### src/design/sed_pkg.sv
`timescale 1ns / 1ps
// ----------------------------------------------------------------------------
// sed_pkg: shared types and constants of the string escape decoder
// Word types of both channels, controller/datapath command and status
// groups, character codes and the hex and UTF-8 helper functions.
// ----------------------------------------------------------------------------
package sed_pkg;

	// Width of the result counters. It covers the abandon run of a brace escape
	// of up to twenty-nine digits (the digits plus letter and brace).
	localparam int CNT_W = 5;

	// Code point limits.
	localparam logic [20:0] CP_LIMIT     = 21'h10FFFF;
	localparam logic [20:0] CP_BAD       = 21'h110000;
	localparam logic [20:0] CP_SHIFT_MAX = 21'h011000;
	localparam logic [20:0] CP_REPLACE   = 21'h00FFFD;

	// Character codes.
	localparam logic [7:0] CH_BSLASH = 8'h5C;
	localparam logic [7:0] CH_LBRACE = 8'h7B;
	localparam logic [7:0] CH_RBRACE = 8'h7D;
	localparam logic [7:0] CH_X      = 8'h78;
	localparam logic [7:0] CH_U      = 8'h75;
	localparam logic [7:0] CH_N      = 8'h6E;
	localparam logic [7:0] CH_T      = 8'h74;
	localparam logic [7:0] CH_R      = 8'h72;
	localparam logic [7:0] CH_V      = 8'h76;
	localparam logic [7:0] CH_F      = 8'h66;
	localparam logic [7:0] CH_B      = 8'h62;
	localparam logic [7:0] CH_ZERO   = 8'h30;
	localparam logic [7:0] CH_SEVEN  = 8'h37;
	localparam logic [7:0] CH_NINE   = 8'h39;
	localparam logic [7:0] CH_A_LO   = 8'h61;
	localparam logic [7:0] CH_F_LO   = 8'h66;
	localparam logic [7:0] CH_A_UP   = 8'h41;
	localparam logic [7:0] CH_F_UP   = 8'h46;

	// Control bytes produced by the single letter escapes.
	localparam logic [7:0] CTL_LF  = 8'h0A;
	localparam logic [7:0] CTL_TAB = 8'h09;
	localparam logic [7:0] CTL_CR  = 8'h0D;
	localparam logic [7:0] CTL_VT  = 8'h0B;
	localparam logic [7:0] CTL_FF  = 8'h0C;
	localparam logic [7:0] CTL_BS  = 8'h08;

	// Input and result words.
	typedef struct packed {
		logic [7:0] in_byte;
		logic       body_end;
	} sed_in_t;

	typedef struct packed {
		logic [7:0] out_byte;
		logic       run_last;
		logic       string_done;
	} sed_out_t;

	// Escape decoding mode.
	typedef enum logic [2:0] {
		MODE_PLAIN  = 3'd0,
		MODE_ESC    = 3'd1,
		MODE_OCT    = 3'd2,
		MODE_HEX    = 3'd3,
		MODE_USTART = 3'd4,
		MODE_UFIXED = 3'd5,
		MODE_UBRACE = 3'd6
	} sed_mode_t;

	// Controller states: idle, then one state per result segment.
	typedef enum logic [1:0] {
		ST_IDLE,
		ST_ABANDON,
		ST_VALUE,
		ST_TAIL
	} sed_state_t;

	// Result segment selected by the controller.
	typedef enum logic [1:0] {
		SEG_AB,
		SEG_VAL,
		SEG_TAIL
	} sed_seg_t;

	// Result plan of one input word: abandon run, value bytes, tail byte.
	typedef struct packed {
		logic [CNT_W-1:0] ab_len;
		logic [2:0]       val_len;
		logic             tail_en;
		logic             body_end;
	} sed_plan_t;

	// Status from datapath to controller.
	typedef struct packed {
		sed_plan_t nxt;
		sed_plan_t cur;
		logic      slot_free;
	} sed_stat_t;

	// Command from controller to datapath.
	typedef struct packed {
		logic             take;
		logic             load;
		sed_seg_t         seg;
		logic [CNT_W-1:0] idx;
		logic             last;
		logic             done;
	} sed_cmd_t;

	// UTF-8 encoding of one code point; bytes[0] goes out first.
	typedef struct packed {
		logic [2:0]      len;
		logic [3:0][7:0] bytes;
	} sed_utf8_t;

	// Hex digit decode: bit 4 is the valid flag, bits 3:0 the value.
	function automatic logic [4:0] sed_hex(input logic [7:0] c);
		logic [4:0] r;
		r = '0;
		if (c >= CH_ZERO && c <= CH_NINE) begin
			r = {1'b1, 4'(c - CH_ZERO)};
		end else if (c >= CH_A_LO && c <= CH_F_LO) begin
			r = {1'b1, 4'(c - CH_A_LO + 8'd10)};
		end else if (c >= CH_A_UP && c <= CH_F_UP) begin
			r = {1'b1, 4'(c - CH_A_UP + 8'd10)};
		end
		return r;
	endfunction

	// Encode a code point as UTF-8; values above the limit give U+FFFD.
	function automatic sed_utf8_t sed_utf8(input logic [20:0] cp_in);
		logic [20:0] cp;
		sed_utf8_t   r;
		cp = (cp_in > CP_LIMIT) ? CP_REPLACE : cp_in;
		r.bytes = '0;
		if (cp < 21'h80) begin
			r.len = 3'd1;
			r.bytes[0] = {1'b0, cp[6:0]};
		end else if (cp < 21'h800) begin
			r.len = 3'd2;
			r.bytes[0] = {3'b110, cp[10:6]};
			r.bytes[1] = {2'b10, cp[5:0]};
		end else if (cp < 21'h10000) begin
			r.len = 3'd3;
			r.bytes[0] = {4'b1110, cp[15:12]};
			r.bytes[1] = {2'b10, cp[11:6]};
			r.bytes[2] = {2'b10, cp[5:0]};
		end else begin
			r.len = 3'd4;
			r.bytes[0] = {5'b11110, cp[20:18]};
			r.bytes[1] = {2'b10, cp[17:12]};
			r.bytes[2] = {2'b10, cp[11:6]};
			r.bytes[3] = {2'b10, cp[5:0]};
		end
		return r;
	endfunction

endpackage

### src/design/string_escape_decoder_core.sv
`timescale 1ns / 1ps
// ----------------------------------------------------------------------------
// string_escape_decoder_core: string literal escape decoder
// Decodes string body bytes with backslash escapes (single letter, octal,
// \x, \u and \u{...}) into output bytes, UTF-8 for code points.
// ----------------------------------------------------------------------------
//  Channel | Word       | Handshake            | Direction
//  src     | sed_in_t   | src_valid/src_stall  | into the block
//  dst     | sed_out_t  | dst_valid/dst_stall  | out of the block
//
//  A word is taken while the controller is idle; its result bytes then follow
//  at one byte per cycle while dst_stall lets them go, and no new word is
//  taken until the last of them is loaded into the single output register.
//  src_stall is high while the controller still has result bytes to load.
//  dst_stall holds the output register and pauses the controller.
//  Reset is asynchronous; no clearing pass is needed after it.
// ----------------------------------------------------------------------------
module string_escape_decoder_core
	import sed_pkg::*;
#(
	parameter int MAX_BRACE_DIGITS = 8
) (
	input  logic     clk,
	input  logic     arst_n,
	input  logic     src_valid,
	output logic     src_stall,
	input  sed_in_t  src_data,
	output logic     dst_valid,
	input  logic     dst_stall,
	output sed_out_t dst_data
);

	sed_cmd_t  cmd;
	sed_stat_t stat;

	// Controller.
	sed_ctrl u_ctrl (
		.clk       (clk),
		.arst_n    (arst_n),
		.src_valid (src_valid),
		.src_stall (src_stall),
		.stat      (stat),
		.cmd       (cmd)
	);

	// Datapath.
	sed_datapath #(
		.MAX_BRACE_DIGITS (MAX_BRACE_DIGITS)
	) u_datapath (
		.clk       (clk),
		.arst_n    (arst_n),
		.in_data   (src_data),
		.cmd       (cmd),
		.stat      (stat),
		.out_stall (dst_stall),
		.out_valid (dst_valid),
		.out_data  (dst_data)
	);

endmodule

### src/design/sed_ctrl.sv
`timescale 1ns / 1ps
// ----------------------------------------------------------------------------
// sed_ctrl: controller of the string escape decoder
// Takes one input word while idle, then walks the result plan segment by
// segment, loading one result byte per cycle into the output register while it is free.
// ----------------------------------------------------------------------------
module sed_ctrl
	import sed_pkg::*;
(
	input  logic      clk,
	input  logic      arst_n,
	input  logic      src_valid,
	output logic      src_stall,
	input  sed_stat_t stat,
	output sed_cmd_t  cmd
);

	sed_state_t       state_q, state_d;
	logic [CNT_W-1:0] idx_q, idx_d;

	// State and byte index registers.
	always_ff @(posedge clk or negedge arst_n) begin
		if (!arst_n) begin
			state_q <= ST_IDLE;
			idx_q   <= '0;
		end else begin
			state_q <= state_d;
			idx_q   <= idx_d;
		end
	end

	// Input is taken only while no result of the previous word is pending.
	assign src_stall = (state_q != ST_IDLE);

	// Next state and datapath commands.
	always_comb begin
		state_d  = state_q;
		idx_d    = idx_q;
		cmd      = '0;
		cmd.seg  = SEG_AB;
		cmd.idx  = idx_q;
		case (state_q)
			ST_IDLE: begin
				if (src_valid) begin
					cmd.take = 1'b1;
					idx_d    = '0;
					if (stat.nxt.ab_len != '0) begin
						state_d = ST_ABANDON;
					end else if (stat.nxt.val_len != '0) begin
						state_d = ST_VALUE;
					end else if (stat.nxt.tail_en) begin
						state_d = ST_TAIL;
					end
				end
			end
			ST_ABANDON: begin
				if (stat.slot_free) begin
					cmd.load = 1'b1;
					cmd.seg  = SEG_AB;
					if (idx_q + CNT_W'(1) == stat.cur.ab_len) begin
						idx_d    = '0;
						cmd.last = (stat.cur.val_len == '0) && !stat.cur.tail_en;
						if (stat.cur.val_len != '0) begin
							state_d = ST_VALUE;
						end else if (stat.cur.tail_en) begin
							state_d = ST_TAIL;
						end else begin
							state_d = ST_IDLE;
						end
					end else begin
						idx_d = idx_q + CNT_W'(1);
					end
				end
			end
			ST_VALUE: begin
				if (stat.slot_free) begin
					cmd.load = 1'b1;
					cmd.seg  = SEG_VAL;
					if (idx_q + CNT_W'(1) == CNT_W'(stat.cur.val_len)) begin
						idx_d    = '0;
						cmd.last = !stat.cur.tail_en;
						state_d  = stat.cur.tail_en ? ST_TAIL : ST_IDLE;
					end else begin
						idx_d = idx_q + CNT_W'(1);
					end
				end
			end
			ST_TAIL: begin
				if (stat.slot_free) begin
					cmd.load = 1'b1;
					cmd.seg  = SEG_TAIL;
					cmd.last = 1'b1;
					state_d  = ST_IDLE;
				end
			end
			default: begin
				state_d = ST_IDLE;
			end
		endcase
		cmd.done = cmd.last && stat.cur.body_end;
	end

endmodule

### src/design/sed_datapath.sv
`timescale 1ns / 1ps
// ----------------------------------------------------------------------------
// sed_datapath: escape state, held digits and output register
// Decodes one input word against the escape state into a result plan
// (abandon run, value bytes, tail byte) and drives result bytes on command.
// ----------------------------------------------------------------------------
module sed_datapath
	import sed_pkg::*;
#(
	parameter int MAX_BRACE_DIGITS = 8
) (
	input  logic      clk,
	input  logic      arst_n,
	input  sed_in_t   in_data,
	input  sed_cmd_t  cmd,
	output sed_stat_t stat,
	input  logic      out_stall,
	output logic      out_valid,
	output sed_out_t  out_data
);

	localparam int CW  = $clog2(MAX_BRACE_DIGITS + 1);
	localparam int DIW = $clog2(MAX_BRACE_DIGITS);

	// Escape state.
	sed_mode_t   mode_q;
	logic [CW-1:0] cnt_q;
	logic [20:0] cv_q;
	logic [7:0]  held_q [MAX_BRACE_DIGITS];

	// Registered plan of the word being emitted.
	sed_plan_t       plan_q;
	logic [7:0]      letter_q;
	logic            brace_q;
	logic [3:0][7:0] val_q;
	logic [7:0]      tail_q;

	// Output register.
	logic     out_valid_q;
	sed_out_t out_q;

	// Decode signals.
	logic [7:0]    b;
	logic [4:0]    hx;
	logic          is_oct;
	logic [8:0]    oct3;
	logic [24:0]   shifted;
	sed_mode_t     m_mode;
	logic [CW-1:0] m_cnt;
	logic [20:0]   m_cv;
	logic          hold_en;
	logic          ab_en;
	logic          ab_u;
	logic          ab_br;
	logic [CW-1:0] ab_cnt;
	logic          val_en;
	logic          val_utf;
	logic [20:0]   val_word;
	logic          plain_go;
	logic          tail_en;
	logic [7:0]    tail_byte;
	sed_utf8_t     utf;
	sed_plan_t     plan_d;
	logic [3:0][7:0] val_d;

	assign b       = in_data.in_byte;
	assign hx      = sed_hex(b);
	assign is_oct  = (b >= CH_ZERO) && (b <= CH_SEVEN);
	assign oct3    = {cv_q[5:0], b[2:0]};
	assign shifted = {cv_q, hx[3:0]};

	// Escape decode of the current word: main step, plain handling, flush.
	always_comb begin
		m_mode    = mode_q;
		m_cnt     = cnt_q;
		m_cv      = cv_q;
		hold_en   = 1'b0;
		ab_en     = 1'b0;
		ab_u      = 1'b0;
		ab_br     = 1'b0;
		ab_cnt    = cnt_q;
		val_en    = 1'b0;
		val_utf   = 1'b0;
		val_word  = {13'b0, b};
		plain_go  = 1'b0;
		tail_en   = 1'b0;
		tail_byte = b;
		case (mode_q)
			MODE_ESC: begin
				m_mode = MODE_PLAIN;
				val_en = 1'b1;
				case (b)
					CH_N: val_word = {13'b0, CTL_LF};
					CH_T: val_word = {13'b0, CTL_TAB};
					CH_R: val_word = {13'b0, CTL_CR};
					CH_V: val_word = {13'b0, CTL_VT};
					CH_F: val_word = {13'b0, CTL_FF};
					CH_B: val_word = {13'b0, CTL_BS};
					CH_X: begin
						val_en = 1'b0;
						m_mode = MODE_HEX;
						m_cnt  = '0;
						m_cv   = '0;
					end
					CH_U: begin
						val_en = 1'b0;
						m_mode = MODE_USTART;
						m_cnt  = '0;
						m_cv   = '0;
					end
					default: begin
						if (is_oct) begin
							val_en = 1'b0;
							m_mode = MODE_OCT;
							m_cv   = {18'b0, b[2:0]};
							m_cnt  = CW'(1);
						end
					end
				endcase
			end
			MODE_OCT: begin
				if (is_oct && cnt_q == CW'(1)) begin
					m_cv  = {12'b0, oct3};
					m_cnt = CW'(2);
				end else if (is_oct && cnt_q == CW'(2) && oct3 <= 9'd255) begin
					val_en   = 1'b1;
					val_word = {13'b0, oct3[7:0]};
					m_mode   = MODE_PLAIN;
					m_cnt    = '0;
					m_cv     = '0;
				end else begin
					val_en   = 1'b1;
					val_word = {13'b0, cv_q[7:0]};
					m_mode   = MODE_PLAIN;
					m_cnt    = '0;
					m_cv     = '0;
					plain_go = 1'b1;
				end
			end
			MODE_HEX: begin
				if (hx[4]) begin
					if (cnt_q >= CW'(1)) begin
						val_en   = 1'b1;
						val_word = {13'b0, cv_q[3:0], hx[3:0]};
						m_mode   = MODE_PLAIN;
						m_cnt    = '0;
						m_cv     = '0;
					end else begin
						hold_en = 1'b1;
					end
				end else begin
					ab_en    = 1'b1;
					m_mode   = MODE_PLAIN;
					m_cnt    = '0;
					m_cv     = '0;
					plain_go = 1'b1;
				end
			end
			MODE_USTART: begin
				if (b == CH_LBRACE) begin
					m_mode = MODE_UBRACE;
					m_cnt  = '0;
					m_cv   = '0;
				end else if (hx[4]) begin
					m_mode  = MODE_UFIXED;
					hold_en = 1'b1;
				end else begin
					ab_en    = 1'b1;
					ab_u     = 1'b1;
					m_mode   = MODE_PLAIN;
					m_cnt    = '0;
					m_cv     = '0;
					plain_go = 1'b1;
				end
			end
			MODE_UFIXED: begin
				if (hx[4]) begin
					if (cnt_q >= CW'(3)) begin
						val_en   = 1'b1;
						val_utf  = 1'b1;
						val_word = {cv_q[16:0], hx[3:0]};
						m_mode   = MODE_PLAIN;
						m_cnt    = '0;
						m_cv     = '0;
					end else begin
						hold_en = 1'b1;
					end
				end else begin
					ab_en    = 1'b1;
					ab_u     = 1'b1;
					m_mode   = MODE_PLAIN;
					m_cnt    = '0;
					m_cv     = '0;
					plain_go = 1'b1;
				end
			end
			MODE_UBRACE: begin
				if (b == CH_RBRACE) begin
					val_en   = 1'b1;
					val_utf  = 1'b1;
					val_word = cv_q;
					m_mode   = MODE_PLAIN;
					m_cnt    = '0;
					m_cv     = '0;
				end else if (hx[4] && cnt_q < CW'(MAX_BRACE_DIGITS)) begin
					hold_en = 1'b1;
				end else begin
					ab_en    = 1'b1;
					ab_u     = 1'b1;
					ab_br    = 1'b1;
					m_mode   = MODE_PLAIN;
					m_cnt    = '0;
					m_cv     = '0;
					plain_go = 1'b1;
				end
			end
			default: begin
				m_mode   = MODE_PLAIN;
				m_cnt    = '0;
				m_cv     = '0;
				plain_go = 1'b1;
			end
		endcase

		// A held digit extends the accumulator; oversized values saturate.
		if (hold_en) begin
			m_cnt = cnt_q + CW'(1);
			if (cv_q > CP_LIMIT || shifted > {4'b0, CP_LIMIT} || cv_q > CP_SHIFT_MAX) begin
				m_cv = CP_BAD;
			end else begin
				m_cv = shifted[20:0];
			end
		end

		// The current byte as fresh plain input.
		if (plain_go) begin
			if (b == CH_BSLASH) begin
				m_mode = MODE_ESC;
			end else begin
				tail_en = 1'b1;
			end
		end

		// End of body flushes whatever escape is still open.
		if (in_data.body_end) begin
			case (m_mode)
				MODE_ESC: begin
					tail_en   = 1'b1;
					tail_byte = CH_BSLASH;
				end
				MODE_OCT: begin
					val_en   = 1'b1;
					val_word = {13'b0, m_cv[7:0]};
				end
				MODE_HEX: begin
					ab_en  = 1'b1;
					ab_cnt = m_cnt;
				end
				MODE_USTART, MODE_UFIXED: begin
					ab_en  = 1'b1;
					ab_u   = 1'b1;
					ab_cnt = m_cnt;
				end
				MODE_UBRACE: begin
					ab_en  = 1'b1;
					ab_u   = 1'b1;
					ab_br  = 1'b1;
					ab_cnt = m_cnt;
				end
				default: begin
				end
			endcase
			m_mode = MODE_PLAIN;
			m_cnt  = '0;
			m_cv   = '0;
		end
	end

	// Result plan of the current word.
	assign utf = sed_utf8(val_word);

	always_comb begin
		plan_d          = '0;
		plan_d.ab_len   = ab_en ? (CNT_W'(1) + CNT_W'(ab_br) + CNT_W'(ab_cnt)) : '0;
		plan_d.val_len  = val_en ? (val_utf ? utf.len : 3'd1) : 3'd0;
		plan_d.tail_en  = tail_en;
		plan_d.body_end = in_data.body_end;
		val_d           = val_utf ? utf.bytes : {24'b0, val_word[7:0]};
	end

	// Escape state and plan registers, loaded when a word is taken.
	always_ff @(posedge clk or negedge arst_n) begin
		if (!arst_n) begin
			mode_q <= MODE_PLAIN;
			cnt_q  <= '0;
			cv_q   <= '0;
			plan_q <= '0;
		end else if (cmd.take) begin
			mode_q <= m_mode;
			cnt_q  <= m_cnt;
			cv_q   <= m_cv;
			plan_q <= plan_d;
		end
	end

	// Plan payload and held digits.
	always_ff @(posedge clk) begin
		if (cmd.take) begin
			letter_q <= ab_u ? CH_U : CH_X;
			brace_q  <= ab_br;
			val_q    <= val_d;
			tail_q   <= tail_byte;
			if (hold_en && cnt_q < CW'(MAX_BRACE_DIGITS)) begin
				held_q[cnt_q[DIW-1:0]] <= b;
			end
		end
	end

	// Result byte selection.
	logic [CNT_W-1:0] dig_pos;
	logic [7:0]       sel_byte;

	assign dig_pos = cmd.idx - CNT_W'(1) - CNT_W'(brace_q);

	always_comb begin
		case (cmd.seg)
			SEG_AB: begin
				if (cmd.idx == '0) begin
					sel_byte = letter_q;
				end else if (brace_q && cmd.idx == CNT_W'(1)) begin
					sel_byte = CH_LBRACE;
				end else begin
					sel_byte = held_q[dig_pos[DIW-1:0]];
				end
			end
			SEG_VAL:  sel_byte = val_q[cmd.idx[1:0]];
			SEG_TAIL: sel_byte = tail_q;
			default:  sel_byte = tail_q;
		endcase
	end

	// Output register: loads a byte when free or being taken.
	always_ff @(posedge clk or negedge arst_n) begin
		if (!arst_n) begin
			out_valid_q <= 1'b0;
		end else if (cmd.load) begin
			out_valid_q <= 1'b1;
		end else if (!out_stall) begin
			out_valid_q <= 1'b0;
		end
	end

	always_ff @(posedge clk) begin
		if (cmd.load) begin
			out_q.out_byte    <= sel_byte;
			out_q.run_last    <= cmd.last;
			out_q.string_done <= cmd.done;
		end
	end

	assign out_valid      = out_valid_q;
	assign out_data       = out_q;
	assign stat.nxt       = plan_d;
	assign stat.cur       = plan_q;
	assign stat.slot_free = !out_valid_q || !out_stall;

endmodule

### config.mk
export PLATFORM = sky130hd
export DESIGN_NAME = string_escape_decoder_core
export DESIGN_NICKNAME = d
export VERILOG_FILES = /design/src/design/sed_pkg.sv /design/src/design/string_escape_decoder_core.sv /design/src/design/sed_ctrl.sv /design/src/design/sed_datapath.sv
export SDC_FILE = /design/constraint.sdc
export NUM_CORES = 1
export LEC_CHECK = 0
export ABC_AREA = 1
export BUFFER_PORTS_ARGS = -buffer_cell sky130_fd_sc_hd__buf_2
export CORE_ASPECT_RATIO = 0.75
export CORE_MARGIN = 10
export CORE_UTILIZATION = 60
export CTS_BUF_LIST = sky130_fd_sc_hd__clkbuf_8
export DETAILED_ROUTE_END_ITERATION = 10
export GPL_ROUTABILITY_DRIVEN = 1
export PLACE_DENSITY_LB_ADDON = 0.08
export SLEW_MARGIN = 20
export SYNTH_ARGS = -nofsm -noshare
export SYNTH_HDL_FRONTEND = slang
export SYNTH_SLANG_ARGS = --single-unit
### constraint.sdc
create_clock -name clk -period 7.05 [get_ports clk]
set_clock_uncertainty 0.05 [all_clocks]
set_input_delay 0.705 -clock clk [delete_from_list [all_inputs] [get_ports clk]]
set_output_delay 0.705 -clock clk [all_outputs]
set_load 0.01 [all_outputs]
==> results of run 1 <==
metal layers:
metal | track usage | up-vias | wire [um]
li1 | - | 3931 | -
met1 | 0.386 | 3958 | 12500
met2 | 0.373 | 505 | 11800
met3 | 0.0677 | 50 | 3380
met4 | 0.0732 | 2 | 529
met5 | 0 | - | 8
sequential cells by signal, indices dropped and copies added, names as in the netlist, 3 cells and up:
signal and count:
u_datapath.cv_q 21, u_datapath.val_q 29, u_datapath.cnt_q 4, u_datapath.stat 10
u_ctrl.idx_q 5, u_datapath.tail_q 8, u_datapath.mode_q 3, u_datapath.out_data 10
u_datapath.held_q 64
worst max-delay path by stage:
stage                     slack, ns                end  cells after the start
after floorplan                3.29  u_ctrl.state_q[1]                     23
after global placement         2.42  u_ctrl.state_q[1]                     24
final                          2.60  u_ctrl.state_q[0]                     24
after CTS                      2.67  u_ctrl.state_q[0]                     21
after detailed placement       2.20  u_ctrl.state_q[0]                     24
after global routing           2.14  u_ctrl.state_q[0]                     24
area by class of cell:
class                           instances  area share
Timing Repair Buffer                   38      0.0219
Clock buffer                           17      0.0228
Inverter                              145      0.0541
Sequential cell                       160       0.445
Multi-Input combinational cell        787       0.418
Clock inverter                         14      0.0129
Tap cell                              205      0.0250
worst max-delay path, cell delays in order:
cell and delay (ns):
buf_2 0.17, inv_1 0.21, ha_1 0.24, nand3_1 0.14
nand2_1 0.11, nand2_2 0.11, nand2_4 0.18, nand3_1 0.16
nand3_2 0.27, inv_2 0.15, nand2_1 0.19, inv_1 0.14
o21ai_0 0.15, o21ai_0 0.17, o21ai_0 0.39, fa_1 0.49
o21ai_0 0.18, nand2_1 0.08, nor2_2 0.12, nand4_1 0.09
nand2_1 0.14, inv_2 0.05, nand2_1 0.05, nand2_1 0.04
through the flow:
| stage | std cells | util | hold slack, ns | worst slack [ns] |
|---|---|---|---|---|
| 3_5_place_dp | 1335 | 0.640 | 0.456 | 2.20 |
| 2_1_floorplan | 1134 | - | 0.359 | 3.29 |
| 5_1_grt | 1366 | 0.664 | 0.317 | 2.14 |
| 3_3_place_gp | 1335 | 0.640 | 0.444 | 2.42 |
| 6_report | 1366 | 0.664 | 0.264 | 2.60 |
| 4_1_cts | 1366 | 0.664 | 0.286 | 2.67 |
power groups by stage:
stage / sequential, mW / clock, mW / combinational (mW)
after global placement: 1.19 / 0 / 0.785
after CTS: 1.17 / 0.663 / 0.799
final: 1.17 / 0.660 / 0.816
after detailed placement: 1.19 / 0 / 0.794
after global routing: 1.18 / 0.696 / 0.899
after floorplan: 1.21 / 0 / 0.508
cell families after synthesis:
group,share of synthesized area
flip-flops,0.475
adder cells (fa/ha/maj),0.0294
AO/OA/AOI/OAI,0.160
AND/OR/NAND/NOR,0.245
buffers and inverters,0.0804
XOR/XNOR,0.0100
cell usage in the layout, fill, tap and decap left out, drive strengths merged, types with 8 or more instances in the layout:
| cell type | count |
|---|---|
| xor2 | 9 |
| inv | 145 |
| o21ai | 71 |
| dfrtp | 46 |
| nand2 | 290 |
| o211ai | 11 |
| o22ai | 36 |
| edfxtp | 114 |
| ha | 21 |
| clkbuf | 17 |
| nand3 | 60 |
| nor2 | 109 |
| nand4 | 14 |
| nor3 | 21 |
| a221oi | 13 |
| buf | 38 |
| a21oi | 66 |
| o221ai | 8 |
| clkinv | 10 |
cell usage after synthesis (3+ instances only):
library cell and n:
a221oi_1 13, clkinv_1 5, or2_2 3, a21oi_2 3, a22oi_1 4, o211ai_1 10
o32ai_1 4, ha_1 21, nand2_2 12, o311ai_0 4, nand3_1 52, inv_1 122
a21oi_1 63, nand4_1 13, nor3_1 21, edfxtp_1 114, nand3b_1 4, nor3b_1 4
inv_2 14, o221ai_1 8, xor2_1 9, buf_2 3, o21ai_1 4, o21ai_0 65
nand2_1 272, buf_4 3, o22ai_1 31, nor2_2 10, dfrtp_1 46, buf_6 6
a32o_1 4, nor4_1 4, a31oi_1 3, nand2_4 4, clkbuf_1 29, nand3_2 6
o2111ai_1 4, nor2_1 95, o22ai_2 4
==> results.md, run 1 <==
- Area growth syn-to-layout: 6.76%
- PD cells: 258 mW/mm^2
- Synthesized area: 0.00962 mm^2
- Avg WL per Cell: 20.7 um
- Number of cell rows: 39
- Slew @ Worst Pin: 0.986 ns
- GP Congestion: 0.974
- Min-Delay Path Class: input port to async pin
- Avg Cell Area, Syn: 8.48 um^2
- Leakage power: 4.30 nW
- R2R Path End: u_ctrl.state_q[0]
- Clock Sinks: 160
- Synthesized instance count: 1,134
- #FFs+latches synth: 160
- First-pass iteration count of the detailed router: 7
- Final wirelength: 28,300 um
- Register area share after synthesis: 0.475
- Antenna Nets Post-Route: 0
- Global-route wire length before repair: 44,500 um
- Setup TNS: 0 ns
- Crit path DAT: 4.76 ns
- Final Power: 2.65 mW
- Core Area: 0.0155 mm^2
- GRT Util Overall: 0.262
- Int Power: 1.66 mW
- Sequential Area: 0.00457 mm^2
- Initial antenna violation count: 1
- Critical Path End Type: register
- Reg-to-reg slack, setup: 2.61 ns
- Remaining DRCs: 0
- Combinational power share: 0.308
- Die W: 166 um
- Fillcell total: 1,265
- Hold buffer count at cts: 0
- Yosys warnings: 0
- Crit path from: src_data[2]
- CTS root buffer: clkbuf_8
- Routed vias/inst: 6.18
- DP Area: 0.00991 mm^2
- Post-synth EDFFs: 114
- Seq pwr share: 0.443
- Starting Density: 0.622
- Min cycle time layout: 4.45 ns
- CP Class: input port to register
- Cell variety after synth: 67
- Clock power frac: 0.249
- Post-DP HPWL: 20,800 um
- Post-Synthesis Net Count: 1,169
- CP Launch Type: input port
- Clock Pin Slew Worst Setup and Hold Paths: 0.10 ns
- Via count: 8,446
- Achievable frequency: 225 MHz
- Switching share of total power: 0.374
- Outcome: complete, no violations
- Fin nets: 1,184
- GRT overflow: 0
- Number of port buffers: 24
- H-tree levels: 4
- CTS buffer count: 17
- Footprint of the multi-input gates: 0.00429 mm^2
- Cts repair resizes: 0
- Largest net degree at the start of global routing: 62
- Final Instance Area: 0.0103 mm^2
- 1st-iter DRT viols: 1,295
- Area leader, netlist: edfxtp_1
- CP max FO: 13
- Vias in the first global route: 7,915
- Layout cell share with drive strength beyond 1: 0.127
- Synth async-reset ratio: 0.288
- Max-cap viol count: 0
- Maximum VDD drop: 0.168 mV
- CTS tree: built
- Ports: 25
- Rel. slew slack: 0.339
- Critical path required time: 7.36 ns
- Total setup buffers inserted after CTS: 0
- Final hold violations: 0
- Top_reg_cell synth: edfxtp_1
- Crit Reg-Reg Startpoint: u_datapath.cnt_q[1]
- Top cell type's share of synthesized area: 0.356
- Die footprint: 0.0216 mm^2
- Die H: 130 um
- Final Setup Violations: 0
- Largest cells by area after synthesis: edfxtp_1 36%, dfrtp_1 12%, nand2_1 11%
- Latest clock arrival within the worst-skew pair: 0.48 ns
- Longest Clk Path Bufs: 2
- RSZ-0062 raised after global routing: false
- Reg2reg path depth: 21
- Max Slew Vio Count: 0
- Final worst-path cycle share: 0.631
- Antenna diodes: 0
- Switching pwr: 0.991 mW
Note: power is estimated with default switching activity, not from simulation.
==> run 2: changes to the inputs <==
--- a/config.mk
+++ b/config.mk
@@ -9,7 +9,7 @@
 export BUFFER_PORTS_ARGS = -buffer_cell sky130_fd_sc_hd__buf_2
 export CORE_ASPECT_RATIO = 0.75
 export CORE_MARGIN = 10
-export CORE_UTILIZATION = 60
+export CORE_UTILIZATION = 59
 export CTS_BUF_LIST = sky130_fd_sc_hd__clkbuf_8
 export DETAILED_ROUTE_END_ITERATION = 10
 export GPL_ROUTABILITY_DRIVEN = 1
==> constraint.sdc (replaced) <==
create_clock -name clk -period 3.7 [get_ports clk]
set_clock_uncertainty 0.05 [all_clocks]
set_input_delay 0.37 -clock clk [delete_from_list [all_inputs] [get_ports clk]]
set_output_delay 0.37 -clock clk [all_outputs]
set_load 0.01 [all_outputs]
==> run 2 against run 1 <==
Effect of this change:
- cell count increased by 4.1%
- global-route usage decreased by 0.68 points
- setup slack lost 2.3 ns
- combinational power grew 96%
- highest routed layer is now met4
- clock-buffer cell count unchanged
- largest cell class unchanged
- die area increased by 1.5%
==> results.md, run 2 (synthesized netlist as in run 1, its figures left out) <==
- GRT Util Overall: 0.255 (-0.00676)
- PD cells: 490 mW/mm^2 (+90%)
- Seq pwr share: 0.425 (-0.018)
- CTS buffer count: 17 (unchanged)
- Crit path DAT: 3.75 ns (-1.01 ns)
- Antenna diodes: 0 (unchanged)
- Core Area: 0.0160 mm^2 (+3.5%)
- Min cycle time layout: 3.44 ns
- Slew @ Worst Pin: 0.854 ns (-0.132 ns)
- Post-DP HPWL: 21,000 um (+1.1%)
- Die W: 167 um (+0.74%)
- Final Setup Violations: 0 (unchanged)
- Switching pwr: 1.91 mW (+93%)
- Final worst-path cycle share: 0.930
- Die H: 131 um (+0.71%)
- GRT overflow: 0 (unchanged)
- Global-route wire length before repair: 43,600 um (-2.1%)
- First-pass iteration count of the detailed router: 6 (-1)
- Metal-1 WL: 12,900 um (+2.9%)
- Number of cell rows: 40 (+2.6%)
- CTS tree: built
- Total setup buffers inserted after CTS: 0 (unchanged)
- Clock Pin Slew Worst Setup and Hold Paths: 0.09 ns (about the same)
- Layout cell share with drive strength beyond 1: 0.167 (+0.0401)
- Via count: 8,536 (+1.1%)
- DR WL met2: 11,300 um (-4.7%)
- Latest clock arrival within the worst-skew pair: 0.47 ns (about the same)
- Switching share of total power: 0.363 (-0.0106)
- Rel. slew slack: 0.429 (+0.0897)
- Max-cap viol count: 0 (unchanged)
- Most frequent cells in the layout: 272 x nand2_1, 121 x inv_1, 114 x edfxtp_1
- Int Power: 3.35 mW (+100%)
- Final wirelength: 28,200 um (-0.47%)
- Max Slew Vio Count: 0 (unchanged)
- Area growth syn-to-layout: 11.7%
- CP Launch Type: register
- Cells after DPL: 1,390 (+4.1%)
- Routed vias/inst: 6.00 (-2.9%)
- Clock power frac: 0.271 (+0.022)
- Final Power: 5.27 mW (+99%)
- Critical path required time: 4.01 ns (-3.35 ns)
- Detailed-routed wire length on met3: 3420 um (+1.2%)
- Initial antenna violation count: 0 (-1)
- Ports: 25 (unchanged)
- Leakage power: 4.59 nW (+6.7%)
- Fin nets: 1,235 (+4.3%)
- Setup TNS: 0 ns (unchanged)
- Longest Clk Path Bufs: 2 (unchanged)
- Outcome: complete, no violations
- Die footprint: 0.0219 mm^2 (+1.5%)
- GP Congestion: 0.983 (+0.90%)
- Final hold violations: 0 (unchanged)
- Remaining DRCs: 0 (unchanged)
- Max reg flops: 64 (unchanged)
- H-tree levels: 4 (unchanged)
- Number of port buffers: 24 (unchanged)
- CP Class: register to register
- Most common cell after layout, fill and taps aside: nand2_1
- 1st-iter DRT viols: 1,104 (-15%)
- CTS root buffer: clkbuf_8
- Maximum VDD drop: 0.282 mV (+68%)
- Critical Path End Type: register
- Starting Density: 0.601 (-0.0212)
- Post-Layout Cell Count: 1,422 (+4.1%)
- Clock Sinks: 160 (unchanged)
- Min-Delay Path Class: input port to register
- Antenna Nets Post-Route: 0 (unchanged)
- Largest net degree at the start of global routing: 35 (-44%)
- DR top layer: met4
- Combinational power share: 0.303 (-0.005)
- CP max FO: 6 (-7)
- Avg WL per Cell: 19.8 um (-4.4%)
- Vias in the first global route: 7,695 (-2.8%)
- Achievable frequency: 291 MHz
==> run 2: power by group through the flow <==
stage	clock network (mW)	logic (mW)	registers [mW]
finish	1.43	1.60	2.24
detailed placement	0	1.56	2.28
floorplan	0	0.968	2.30
global route	1.52	1.75	2.25
CTS	1.44	1.57	2.24
global placement	0	1.55	2.27
==> run 2: worst max-delay path: stages, from the launching register on <==
cell	delay [ns]
dfrtp_1	0.46
ha_1	0.26
nor2_1	0.18
inv_1	0.10
nor2_1	0.19
nand2_4	0.08
nand3_2	0.13
inv_2	0.08
nand2_1	0.09
inv_1	0.06
o21ai_0	0.17
o21ai_1	0.15
o21ai_2	0.20
fa_1	0.43
o21ai_0	0.17
nand2_1	0.08
nor2_2	0.11
nand4_1	0.09
nand2_1	0.13
inv_2	0.05
nand2_1	0.05
nand2_1	0.04
==> run 2: path summary, 6_finish.rpt <==
check	startpoint	endpoint	slack (ns)	cells after the start
min in group asynchronous	arst_n	u_ctrl.idx_q[0]	0.35	2
worst min-delay path	dst_stall	u_datapath.out_valid	0.15	3
worst min register to register	u_datapath.stat[7]	u_datapath.stat[7]	0.46	2
worst max-delay path	u_datapath.cnt_q[0]	u_ctrl.state_q[1]	0.26	21
max in group asynchronous	arst_n	u_datapath.cv_q[6]	2.46	3
worst max register to register	u_datapath.cnt_q[0]	u_ctrl.state_q[1]	0.26	21
==> run 2: layer usage <==
layer  vias up  global-route usage
met4         0              0.0720
met1      3982               0.375
li1       4027                   -
met5         -                   0
met3        47              0.0865
met2       480               0.348
==> run 2: timing repair <==
action	in CTS	in global routing
endpoints found under the setup margin	0	2
hold buffers	1	0
endpoints found under the hold margin	20	0
gates resized for setup	0	10
==> run 2: area by class of cell <==
class                      instances  area, um^2
clock inverter                    14         201
tap                              210         263
clock buffer                      17         234
multi-input combinational        787        4290
inverter                         145         556
timing repair buffer              89         623
sequential                       160        4580
fill                            1324        5270
==> run 2: per-stage QoR <==
step           area [um^2]   util  worst slack (ns)  hold slack, ns
2_1_floorplan         9620      -             0.274          0.0244
3_3_place_gp         10300  0.642            0.0758           0.314
3_5_place_dp         10300  0.642            -0.119           0.318
4_1_cts              10700  0.670            0.0411           0.132
5_1_grt              10700  0.671           -0.0364           0.164
6_report             10700  0.671             0.260           0.150
==> run 3: changes to the inputs <==
--- a/config.mk
+++ b/config.mk
@@ -6,14 +6,15 @@
 export NUM_CORES = 1
 export LEC_CHECK = 0
 export ABC_AREA = 1
-export BUFFER_PORTS_ARGS = -buffer_cell sky130_fd_sc_hd__buf_2
 export CORE_ASPECT_RATIO = 0.75
 export CORE_MARGIN = 10
-export CORE_UTILIZATION = 59
+export CORE_UTILIZATION = 60
 export CTS_BUF_LIST = sky130_fd_sc_hd__clkbuf_8
 export DETAILED_ROUTE_END_ITERATION = 10
+export DONT_BUFFER_PORTS = 1
 export GPL_ROUTABILITY_DRIVEN = 1
 export PLACE_DENSITY_LB_ADDON = 0.08
+export RECOVER_POWER = 50
 export SLEW_MARGIN = 20
 export SYNTH_ARGS = -nofsm -noshare
 export SYNTH_HDL_FRONTEND = slang
==> run 3 against run 2 <==
Effect of this change:
- the run now ends with max-capacitance violations, max-slew violations left
- die area decreased by 1.4%
- cell count fell by 2.7%
- worst hold slack lost 0.083 ns
- clock power down 14%
- largest power group unchanged
- sequential cell count stayed put
- register-to-register slack better by 0.06 ns
- via count is 0.48% higher
- combinational power down 8%
- critical path type unchanged
- critical path depth is the same
- clock-buffer cell count unchanged
- sequential power increased by 2%
- routed wire length increased by 2.9%
==> results.md, run 3 (synthesized netlist as in run 1, its figures left out) <==
- Outcome: finished with violations
- Failing checks: max-capacitance violations, max-slew violations
- Cell family with most CP delay: simple AND/OR/NAND/NOR gates
- Achievable frequency: 295 MHz (+1.6%)
- Buf+Inv Stages, Crit Path: 4 (unchanged)
- Max-cap viol count: 1 (+1)
- Critical Path End Type: register
- Leakage power: 4.40 nW (-4.3%)
- Footprint of the multi-input gates: 0.00429 mm^2 (unchanged)
- CP most frequent cell: nand2_1
- Most frequent cells in the layout: 272 x nand2_1, 121 x inv_1, 114 x edfxtp_1
- Core Area: 0.0155 mm^2 (-3.4%)
- RSZ-0062 raised after global routing: false
- Final Power: 5.00 mW (-5.1%)
- Hold_ws: 0.0678 ns (-0.0827 ns)
- Number of port buffers: 0 (-100%)
- Routed vias/inst: 6.20 (+3.2%)
- Largest net degree at the start of global routing: 47 (+34%)
- Slew @ Worst Pin: 2.77 ns (+1.92 ns)
- Maximum VDD drop: 0.250 mV (-11%)
- Area growth syn-to-layout: 8.92%
- Critical path cell sequence: inv_2 -> ha_1 -> nand3b_1 -> nor2_1 -> o21ai_2 -> nand3_2 -> inv_2 -> nand2_1 -> inv_1 -> o21ai_0 -> o21ai_1 -> o21ai_2 -> fa_1 -> o21ai_1 -> nand2_1 -> nor2_2 -> nand4_1 -> nand2_1 -> inv_2 -> nand2_1 -> nand2_1
- CTS buffer count: 17 (unchanged)
- Final Setup Violations: 0 (unchanged)
- Number of cell rows: 39 (-2.5%)
- 1st-iter DRT viols: 1,220 (+11%)
- Avg WL per Cell: 20.9 um (+5.7%)
- Ports: 25 (unchanged)
- CP Launch Type: register
- Longest Clk Path Bufs: 2 (unchanged)
- Critical path required time: 4.02 ns (about the same)
- Most common cell after layout, fill and taps aside: nand2_1
- Vias in the first global route: 7,708 (+0.17%)
- Crit path DAT: 3.70 ns (-0.05 ns)
- Max Slew Vio Count: 47 (+47)
- Remaining DRCs: 0 (unchanged)
- GP Congestion: 1.06 (+8.0%)
- Rel. slew slack: -0.846 (-1.27)
- Initial antenna violation count: 0 (unchanged)
- Die W: 166 um (-0.74%)
- Antenna Nets Post-Route: 0 (unchanged)
- GRT overflow: 0 (unchanged)
- CTS root buffer: clkbuf_8
- Fin nets: 1,201 (-2.8%)
- Post-DP HPWL: 21,200 um (+0.87%)
- Fillcell total: 1,264 (-4.5%)
- Min cycle time layout: 3.38 ns (-0.0558 ns)
- Final worst-path cycle share: 0.915 (-0.0151)
- Final Instance Area: 0.0105 mm^2 (-2.5%)
- First-pass iteration count of the detailed router: 6 (unchanged)
- Latest clock arrival within the worst-skew pair: 0.48 ns (about the same)
- Final wirelength: 29,000 um (+2.9%)
- Post-Layout Cell Count: 1,384 (-2.7%)
- CP max FO: 9 (+3)
- Slowest stage cell, crit path: fa_1
- Via count: 8,577 (+0.48%)
- Cells after DPL: 1,340 (-3.6%)
- H-tree levels: 4 (unchanged)
- Max incr delay on CP: 0.45 ns (about the same)
- GRT Util Overall: 0.267 (+0.0118)
- Global-route wire length before repair: 45,100 um (+3.4%)
- CP Class: register to register
- Clock Pin Slew Worst Setup and Hold Paths: 0.10 ns (about the same)
- CTS tree: built
- Die H: 130 um (-0.71%)
- Max reg flops: 64 (unchanged)
- Sequential Area: 0.00458 mm^2 (about the same)
- Starting Density: 0.622 (+0.0212)
- PD cells: 477 mW/mm^2 (-2.7%)
- Min-Delay Path Class: input port to register
- Layout cell share with drive strength beyond 1: 0.132 (-0.0342)
- Final hold violations: 0 (unchanged)
- DP Area: 0.0100 mm^2 (-2.8%)
- Clock Sinks: 160 (unchanged)
- Die footprint: 0.0216 mm^2 (-1.4%)
## run 3: cell types whose count changed in the layout (fill, tap and decap cells not counted), sizes merged
cell	delta
buf	-45
dlygate4sd3	+8
clkbuf	+3
clkinv	+1
bufinv	-3
clkinvlp	+1
diode	+1
inv	+1
## run 3: power by group
group | internal (mW) | switching (mW)
Clock | 0.482 | 0.748
Combinational | 0.442 | 1.03
Sequential | 2.17 | 0.119
## run 3: cell type report
cell class,count,area share
clock inverters,14,0.0121
inverters,145,0.0530
well taps,205,0.0245
clock buffers,17,0.0223
multi-input cells,787,0.410
flip-flops and latches,160,0.437
repair buffers,55,0.0417
diodes,1,0.000239
## run 3: path summary, 6_finish.rpt
check	to	start	slack [ns]	cells past startpoint
setup / recovery	u_ctrl.state_q[0]	u_datapath.cnt_q[1]	0.32	21
hold / removal	u_datapath.out_valid	dst_stall	0.07	2
setup reg to reg	u_ctrl.state_q[0]	u_datapath.cnt_q[1]	0.32	21
hold reg to reg	u_datapath.stat[7]	u_datapath.stat[7]	0.47	2
max in group asynchronous	u_datapath.cnt_q[0]	arst_n	0.51	2
min in group asynchronous	u_datapath.cnt_q[3]	arst_n	1.35	2
## run 3: per-layer routing
layer,up-vias,track usage,part of all wire
met5,-,0,0
met4,0,0.0701,0.013
met3,52,0.0770,0.14
met2,583,0.370,0.41
met1,3971,0.398,0.44
li1,3971,-,-
## run 3: through the flow
step                       util  TNS [ns]  setup slack [ns]
final                     0.678         0             0.316
after global placement    0.646         0             0.107
after floorplan               -         0             0.274
after CTS                 0.677         0           0.00811
after global routing      0.677         0           0.00278
after detailed placement  0.646    -0.117           -0.0584
## run 3: timing repair
| item | 4_1_cts | 5_1_grt |
|---|---|---|
| gates resized for setup | 0 | 14 |
| hold endpoints to repair | 116 | 0 |
| buffers inserted | 0 | 2 |
| endpoints found under the setup margin | 0 | 2 |
| hold buffers | 10 | 0 |
